--- config.mk ---
export PLATFORM = sky130hd
export DESIGN_NAME = kmp_cell
export DESIGN_NICKNAME = d
export VERILOG_FILES = /design/src/design/kmp_pkg.sv /design/src/design/kmp_cell.sv
export SDC_FILE = /design/constraint.sdc
export NUM_CORES = 1
export LEC_CHECK = 0
export BUFFER_PORTS_ARGS = -buffer_cell sky130_fd_sc_hd__buf_2
export CAP_MARGIN = 0
export CORE_MARGIN = 3
export CORE_UTILIZATION = 62
export DETAILED_ROUTE_END_ITERATION = 7
export MAX_ROUTING_LAYER = met4
export PLACE_DENSITY = 0.87
export SLEW_MARGIN = 20
export SYNTH_ARGS = -nofsm -noshare
export SYNTH_HDL_FRONTEND = slang
export SYNTH_SLANG_ARGS = --single-unit
--- constraint.sdc ---
create_clock -name clk -period 16.3 [get_ports clk]
set_input_delay 0 -clock clk [delete_from_list [all_inputs] [get_ports clk]]
set_output_delay 0 -clock clk [all_outputs]
set_load 0.05 [all_outputs]
--- src/design/kmp_pkg.sv ---
// Shared constants and types for the k-transaction max profit block.
package kmp_pkg;

  localparam int KMP_MAX_TRANSACTIONS = 16;
  localparam int KMP_PRICE_BITS       = 16;

  // transactions_allowed register
  localparam int                      KMP_CFG_BITS  = 5;
  localparam logic [KMP_CFG_BITS-1:0] KMP_CFG_RESET = 5'd2;

  // control that travels down the cell chain with each price
  typedef struct packed {
    logic valid;
    logic first_day;
  } kmp_ctl_t;

endpackage

--- src/design/kmp_cell.sv ---
// One transaction-count cell: keeps best holding/free balances for its count.
module kmp_cell #(
  parameter int IDX         = 1,
  parameter int PRICE_BITS  = kmp_pkg::KMP_PRICE_BITS,
  parameter int PROFIT_BITS = 20,
  parameter int VAL_BITS    = 22,
  parameter int KW          = 5
) (
  input  logic                       clk,
  input  logic                       rst,
  input  logic                       advance,
  input  logic [KW-1:0]              k_sel,
  input  kmp_pkg::kmp_ctl_t          ctl_in,
  input  logic [PRICE_BITS-1:0]      price_in,
  input  logic signed [VAL_BITS-1:0] free_in,
  input  logic [PROFIT_BITS-1:0]     res_in,
  output kmp_pkg::kmp_ctl_t          ctl_out,
  output logic [PRICE_BITS-1:0]      price_out,
  output logic signed [VAL_BITS-1:0] free_out,
  output logic [PROFIT_BITS-1:0]     res_out
);
  import kmp_pkg::*;

  localparam logic signed [VAL_BITS-1:0] UNREACH = {1'b1, {(VAL_BITS-1){1'b0}}};

  logic signed [VAL_BITS-1:0] hold;
  logic signed [VAL_BITS-1:0] free;
  logic signed [VAL_BITS-1:0] hold_cur, free_cur, p_ext;
  logic signed [VAL_BITS-1:0] buy, sell;
  logic signed [VAL_BITS-1:0] hold_next, free_next;
  logic                       hit;

  always_comb begin
    // a series start sees cleared state before this price
    hold_cur  = ctl_in.first_day ? UNREACH : hold;
    free_cur  = ctl_in.first_day ? '0 : free;
    p_ext     = signed'({{(VAL_BITS-PRICE_BITS){1'b0}}, price_in});
    buy       = free_in - p_ext;
    hold_next = (buy > hold_cur) ? buy : hold_cur;
    sell      = hold_next + p_ext;
    free_next = (sell > free_cur) ? sell : free_cur;
    hit       = (k_sel == KW'(IDX));
  end

  always_ff @(posedge clk) begin
    if (rst) begin
      hold          <= UNREACH;
      free          <= '0;
      ctl_out.valid <= 1'b0;
    end else if (advance) begin
      ctl_out.valid     <= ctl_in.valid;
      ctl_out.first_day <= ctl_in.first_day;
      price_out         <= price_in;
      free_out          <= free_next;
      res_out           <= hit ? free_next[PROFIT_BITS-1:0] : res_in;
      if (ctl_in.valid) begin
        hold <= hold_next;
        free <= free_next;
      end
    end
  end

endmodule

[Word level (Yosys, flattened, before mapping)]
Index checks and enable logic that the tools add are counted.
Word-level totals
  output and inout bits: 60
  register bits: 104
  logic and storage cells: 20
  bits of input ports: 68
Cells by class
  $add $sub $neg: 2
  multiplexer cells: 5
  equal/unequal tests: 1
  reductions and logical operators: 2
  bitwise gates (word level): 1
  $lt $le $gt $ge: 2
Operators by type and width (number)
  two-way mux 22 bit: 4
  > comparator 22 bit: 2
  adder 22 x 17 -> 22 bit: 1
  subtractor 22 x 17 -> 22 bit: 1
  two-way mux 20 bit: 1
  equality test 5 x 1 -> 1 bit, second input constant: 1
  AND reduction 2 bit: 2
  NOT 1 bit: 1

[Depth between registers and ports, before layout]
Gate-level depths: netlist (run 1).
  depth in word-level cells: 7
  gate-level depth with buffers: 47

[Worst setup path after synthesis (run 1)]
No wires, ideal clock.
  kind: in2reg
  from: in price_in[3]
  to: reg res_out[19] (data pin)
  required time: 16040 ps
  buffers on the path: 1
  arrival time: 7653 ps
  library setup time: 260 ps
  stages on the path: 42
  path slack: 8388 ps
  cells stage by stage: inv_1 ha_1 a21o_1 a21oi_1 a21oi_1 a211oi_1 nor2_1 a31oi_1 xnor2_1 ha_1 nand3_1 nor3_1 a221o_1 a31oi_1 o2bb2ai_1 nor4_1 a221o_2 nand2_1 (+6 left out) a21oi_1 o21ai_0 o31ai_1 o211ai_1 nand2_1 xnor2_1 inv_1 ha_1 a2111oi_0 nand2_1 nand2_1 o31ai_1 a31oi_1 nor2_1 a2111oi_4 nor3_4 mux2_4 mux2_2
On the way
  cells in the longest elaborated chain, start to end: 7
RTL lines
  start, declared: line kmp_cell.sv:14  | input logic [PRICE_BITS-1:0] price_in,
  subtractor 22 x 17 -> 22 bit *: line kmp_cell.sv:38  | buy = free_in - p_ext;
  > comparator 22 bit *: line kmp_cell.sv:39  | hold_next = (buy > hold_cur) ? buy : hold_cur;
  two-way mux 22 bit *: line kmp_cell.sv:39
  net hold_next[0]: line kmp_cell.sv:30  | logic signed [VAL_BITS-1:0] hold_next, free_next;
  adder 22 x 17 -> 22 bit *: line kmp_cell.sv:40  | sell = hold_next + p_ext;
  > comparator 22 bit: line kmp_cell.sv:41  | free_next = (sell > free_cur) ? sell : free_cur;
  two-way mux 22 bit *: line kmp_cell.sv:41
  net free_next[19]: line kmp_cell.sv:30
  two-way mux 20 bit *: line kmp_cell.sv:55  | res_out <= hit ? free_next[PROFIT_BITS-1:0] : res_in;
  end signal, assigned: line kmp_cell.sv:55
  end, declared: line kmp_cell.sv:20  | output logic [PROFIT_BITS-1:0] res_out
Mark *: on every way through the listed nets, which the timed path passes. The rest lies on a longest branch.
A chain may end at the register's enable or synchronous reset.

[Final worst setup path (run 1)]
  from: in price_in[1]
  to: reg free[5]
On the way
  cells in the longest elaborated chain, start to end: 6
RTL lines
  subtractor 22 x 17 -> 22 bit: line kmp_cell.sv:38
  > comparator 22 bit: line kmp_cell.sv:39
  two-way mux 22 bit: line kmp_cell.sv:39
  adder 22 x 17 -> 22 bit *: line kmp_cell.sv:40
  > comparator 22 bit: line kmp_cell.sv:41
  two-way mux 22 bit *: line kmp_cell.sv:41
  end signal, assigned: line kmp_cell.sv:58  | free <= free_next;
  end, declared: line kmp_cell.sv:27  | logic signed [VAL_BITS-1:0] free;
Every way passes the cells marked *; elsewhere a longest branch is shown, timed or not.

==> flow_summary.toml, run 1 <==
[layout]
fin_cells = 1154
seqCellArea_um2 = 2670
final_nets = 1149
antenna_cells = 0
fillCellCount = 794
layout-drive-gt1-share = 0.191
multiInputGateArea_um2 = 4550
areaGrowthSynthToFinish_pct = 18.6

[detailed_routing]
routed-via-count = 7023
route.met3.wl_um = 1530
ant_nets = 0
via_per_inst = 6.09
drc = 0
totalWireLength_um = 20000
firstDrtPassIters = 5
drt-met1-wl_um = 8540
wl_met2_um = 9350
dr.max_layer_used = "met4"
dr.first_iter.drc_count = 585
wl_per_cell_um = 17.4

[setup_path]
crit_top_cell = "nand2_1"
critPathMaxStageDelay_ns = 0.60
cp.arrival_ns = 10.37
crit_slowest_cell = "nor4b_1"
cp-start-kind = "primary input"
cp.required_ns = 16.49
worstSetupPathType = "in2reg"
worst_setup_path_end_kind = "flop"
critPathMaxFanout = 25

[flow_run]
drv_cap = 0

[logic_synthesis]
synth-adder-area-share = 0.127
yosys-top-cells-area = "edfxtp_1 (23%), ha_1 (12%), dfxtp_1 (12%), nand2_1 (4.8%), nor2_1 (4.2%)"
ys.flop_type = "edfxtp_1"
synth_xor_area_frac = 0.0467
yosysTopAreaCell = "edfxtp_1"
async_reset_ff_frac = 0
synth_seq_cells = 104
yosysSeqAreaShare = 0.351
syn_nets = 995
syn_avg_cell_area_um2 = 8.92
syn_area_um2 = 7600
synth-compound-area-share = 0.183
muxShareOfSynthArea = 0.0553
yosys-top-cells-count = "nand2_1 (97), nor2_1 (85), ha_1 (73)"
yosys.area.top_type_share = 0.233
synth_top_family_by_area = "simple AND/OR/NAND/NOR gates"
yosysWarnings = 0
synth_edf_count = 59
synthSimpleGateAreaFrac = 0.184
synthCells = 852
synth_most_common_cell = "nand2_1"
ys_types = 71

[die]
start_util = 0.649
design.die.area_um2 = 13600
rows = 39
die_y_um = 117
coreArea_um2 = 11700
boundaryPins = 128
fp.dieW_um = 117

[timing]
finClkSkew_ns = 0.00654
final.setup.tns_ns = 0
finalCritPeriodShare = 0.624
fmax_ghz = 0.0983
hold_viol = 0
period_minus_slack_ns = 10.17
final-setup-viol-count = 0
worstMarginPinSlew_ns = 0.915
slew_viol_final = 0
slew_headroom = 0.389
grt_setup_unrepaired = "no"

[cts]
clock_latency_ns = 0.35
clock_path_buffers = 2
postCtsHoldBufs = 37
htreeDepth = 3
cts_made_buffers = 9
cts_root_buf = "clkbuf_16"
cts_sinks = 104
cts_tree = "done"
cts_resized = 0
clkTransAtPathRegs_ns = 0.07
postCtsSetupBuffers = 0

[placed_design]
dp_hpwl_um = 14000
port_buffers = 127
dp_cells = 1101
gp_congestion = 0.937

[global_route]
grt_pass1_vias = 6769
grt_max_degree = 53
antenna_found_initial = 0
overflow = 0
grt_usage = 0.308
grt_pass1_wl_um = 32500

[power_and_ir_drop]
p_per_area_nw_per_um2 = 120
p_leak_nw = 3.92
max-vdd-ir-drop_mv = 0.0593

[worst_hold_path]
hold_path.class = "in2reg"

[status]
status = "complete, no violations"
[metrics by stage]
step / power, mW / cell area [um2] / hold WS, ns / utilization / setup slack, ns
final: 1.08 / 9020 / 0.0489 / 0.770 / 6.13
after global routing: 1.15 / 9020 / 0.0502 / 0.770 / 5.08
after CTS: 1.07 / 9020 / 0.0452 / 0.770 / 6.42
after detailed placement: 0.835 / 8350 / 0.221 / 0.713 / 6.77
after global placement: 0.822 / 8350 / 0.219 / 0.713 / 7.10
after floorplan: 0.723 / 7600 / 0.0989 / - / 8.39
[area by class of cell]
type	instances	share of cell area
inverter	69	0.0287
clock buffer	11	0.0269
multi-input combinational	651	0.504
tap	143	0.0198
timing repair buffer	171	0.117
sequential	104	0.296
clock inverter	5	0.00680
[state kept, by name, indices dropped and copies added, names as in the netlist]
| register | cells |
|---|---|
| res_out | 20 |
| free | 22 |
| ctl_out | 2 |
| price_out | 16 |
| hold | 22 |
| free_out | 22 |
[power by group]
part | leakage (nW) | switching, mW | internal [mW] | total, mW
combinational | 2.84 | 0.338 | 0.192 | 0.530
clock | 0.151 | 0.101 | 0.125 | 0.226
sequential | 0.926 | 0.0103 | 0.316 | 0.326
[cells by family after synthesis]
kind of cell | count (synthesis)
buffers and inverters | 97
AND/OR/NAND/NOR | 300
multiplexers | 39
AO/OA/AOI/OAI | 197
adder cells (fa/ha/maj) | 76
flip-flops | 104
XOR/XNOR | 39
[layout by cell type, fill, tap and decap left out, types with 7 or more instances in the layout]
cell type,n
xor2_1,15
o21ai_0,37
a211oi_1,11
buf_2,127
nand2b_1,9
dfxtp_1,45
nor2b_1,14
a21oi_1,46
inv_1,68
dlygate4sd3_1,37
nand2_1,97
and2_1,9
a31oi_1,9
nor3_1,30
mux2i_1,18
mux2_2,20
nor2_1,85
nand3_1,16
ha_1,73
buf_4,7
clkbuf_16,9
o211ai_1,7
xnor2_1,23
nand4_1,12
a21o_1,19
o21a_1,8
edfxtp_1,59
o32ai_1,14
[worst paths after layout]
kind	start	to	slack (ns)	cells past startpoint
max	price_in[1]	free[5]	6.13	42
min	ctl_in[0]	ctl_out[0]	0.05	1
max reg2reg	hold[1]	free[5]	8.09	32
min reg2reg	hold[0]	hold[0]	0.45	2
[critical path, delay by kind of cell]
| kind | cells | cell delay, ns |
|---|---|---|
| XOR/XNOR | 1 | 0.29 |
| buffers and inverters | 6 | 1.48 |
| adder cells (fa/ha/maj) | 4 | 1.40 |
| multiplexers | 1 | 0.31 |
| AO/OA/AOI/OAI | 15 | 3.54 |
| AND/OR/NAND/NOR | 15 | 3.30 |
[metal layers]
metal / track usage / vias up
li1: - / 3376
met1: 0.388 / 3241
met2: 0.505 / 338
met3: 0.0482 / 68
met4: 0.109 / 0
met5: - / -
(Power assumes the default switching activity.)
==> run 2: changes to the inputs <==
- CORE_UTILIZATION: 62 -> 58
- PLACE_DENSITY: 0.87 -> 0.82
- clock period: 16.3 -> 10.45 ns (I/O delays scaled with it)
==> run 2 against run 1 <==
Sequential power increased by 56%. Via count fell by 1.4%. Core utilization decreased by 5.9 points. First-iteration DRC count down 13%. Non-clock buffer count did not move. Register-to-register slack worse by 5.4 ns. Final cell count up 2.5%. Cell area increased by 0.35%. Clock power up 49%. Critical path depth grew 2. Combinational power increased by 55%. Total power increased by 54%.
==> flow_summary.toml, run 2 (synthesized netlist as in run 1, its figures left out) <==
[layout]
biggestRegsByFlops = "free x22, free_out x22, hold x22"
final_nets = 1149
layout-drive-gt1-share = 0.194
layout_commonest_cell = "buf_2"
areaGrowthSynthToFinish_pct = 19.0
final_cell_mix = "buf_2 (127), nand2_1 (97), nor2_1 (85)"
antenna_cells = 0

[timing]
finalCritPeriodShare = 0.912
fin_ws_ns = 0.924
period_minus_slack_ns = 9.53
finClkSkew_ns = 0.0110
slew_headroom = 0.300
grt_setup_unrepaired = "no"
final.setup.tns_ns = 0
final-setup-viol-count = 0
hold_viol = 0
slew_viol_final = 0
fmax_ghz = 0.105
worstMarginPinSlew_ns = 1.05

[detailed_routing]
totalWireLength_um = 19800
dr.first_iter.drc_count = 507
routed-via-count = 6925
wl_per_cell_um = 16.8
drc = 0
ant_nets = 0
via_per_inst = 5.85
firstDrtPassIters = 5

[placed_design]
dp_worst_setup_slack_ns = 1.04
port_buffers = 127
gp_congestion = 0.991
dp_hpwl_um = 14300

[setup_path]
critPathMaxStageDelay_ns = 0.52
worstSetupPathType = "in2reg"
critPathMaxFanout = 19
crit_slowest_cell = "dlygate4sd3_1"
cp-start-kind = "primary input"
crit_top_cell = "ha_1"
cp.required_ns = 10.56
cp.arrival_ns = 9.64
worst_setup_path_end_kind = "flop"

[global_route]
grt_max_degree = 49
antenna_found_initial = 0
overflow = 0
grt_pass1_wl_um = 31900
grt_pass1_vias = 6561
grt_usage = 0.282

[die]
coreArea_um2 = 12700
fp.dieW_um = 120
rows = 41
boundaryPins = 128
design.die.area_um2 = 14500
start_util = 0.598
die_y_um = 120

[power_and_ir_drop]
p_per_area_nw_per_um2 = 184
max-vdd-ir-drop_mv = 0.0941
p_leak_nw = 3.91

[cts]
clock_path_buffers = 2
cts_made_buffers = 9
htreeDepth = 3
cts_sinks = 104
cts_root_buf = "clkbuf_16"
cts_tree = "done"
postCtsSetupBuffers = 0
clkTransAtPathRegs_ns = 0.07
clock_latency_ns = 0.36

[flow_run]
drv_cap = 0

[worst_hold_path]
hold_path.class = "in2reg"

[status]
status = "complete, no violations"
## run 2: worst max-delay path, delay by kind of cell
family          cells  cell delay (ns)
compound gates     17             4.06
simple gates       12             1.97
fa+ha+maj           5             1.50
buf+inv             6             1.24
mux                 2             0.60
xor+xnor            2             0.25
## run 2: area by class of cell
cell class | instances | area [um2]
fillers | 1021 | 3670
inverters | 69 | 259
well taps | 172 | 215
clock buffers | 9 | 225
repair buffers | 171 | 1060
multi-input cells | 651 | 4550
flip-flops and latches | 104 | 2670
clock inverters | 7 | 65.1
## run 2: through the flow
step	hold WS, ns	util	cells	instance area [um2]	power [mW]
global placement	0.227	0.659	1131	8390	1.28
detailed placement	0.224	0.659	1131	8390	1.30
floorplan	0.0989	-	852	7600	1.13
finish	0.0111	0.711	1183	9050	1.66
CTS	0.00624	0.711	1183	9040	1.65
global route	0.0249	0.711	1183	9050	1.77
## run 2: layer usage
layer | up-vias | wire, um | global-route usage
met5 | - | 0 | -
met4 | 0 | 333 | 0.0701
met3 | 28 | 1250 | 0.0514
met2 | 277 | 9540 | 0.470
met1 | 3247 | 8710 | 0.358
li1 | 3373 | - | -
## run 2: power by group
| part | switching, mW | internal, mW | total (mW) | leakage (nW) |
|---|---|---|---|---|
| Sequential | 0.0154 | 0.493 | 0.508 | 0.926 |
| Clock | 0.169 | 0.167 | 0.336 | 0.139 |
| Combinational | 0.521 | 0.300 | 0.821 | 2.85 |
| Total | 0.705 | 0.960 | 1.66 | 3.91 |
## run 2: path summary, 6_finish.rpt
path                            cells after the start        start          end  slack (ns)
worst max-delay path                               44  price_in[1]  res_out[19]        0.92
worst min-delay path                                3    res_in[9]   res_out[9]        0.01
worst max register to register                     35     hold[12]  res_out[19]        2.68
worst min register to register                      2     free[19]     free[19]        0.47
## run 2: timing repair
| action | in CTS | in global routing |
|---|---|---|
| hold buffers | 36 | 0 |
| endpoints found under the hold margin | 36 | 0 |
| resized for setup | 0 | 4 |
| setup endpoints to repair | 0 | 22 |
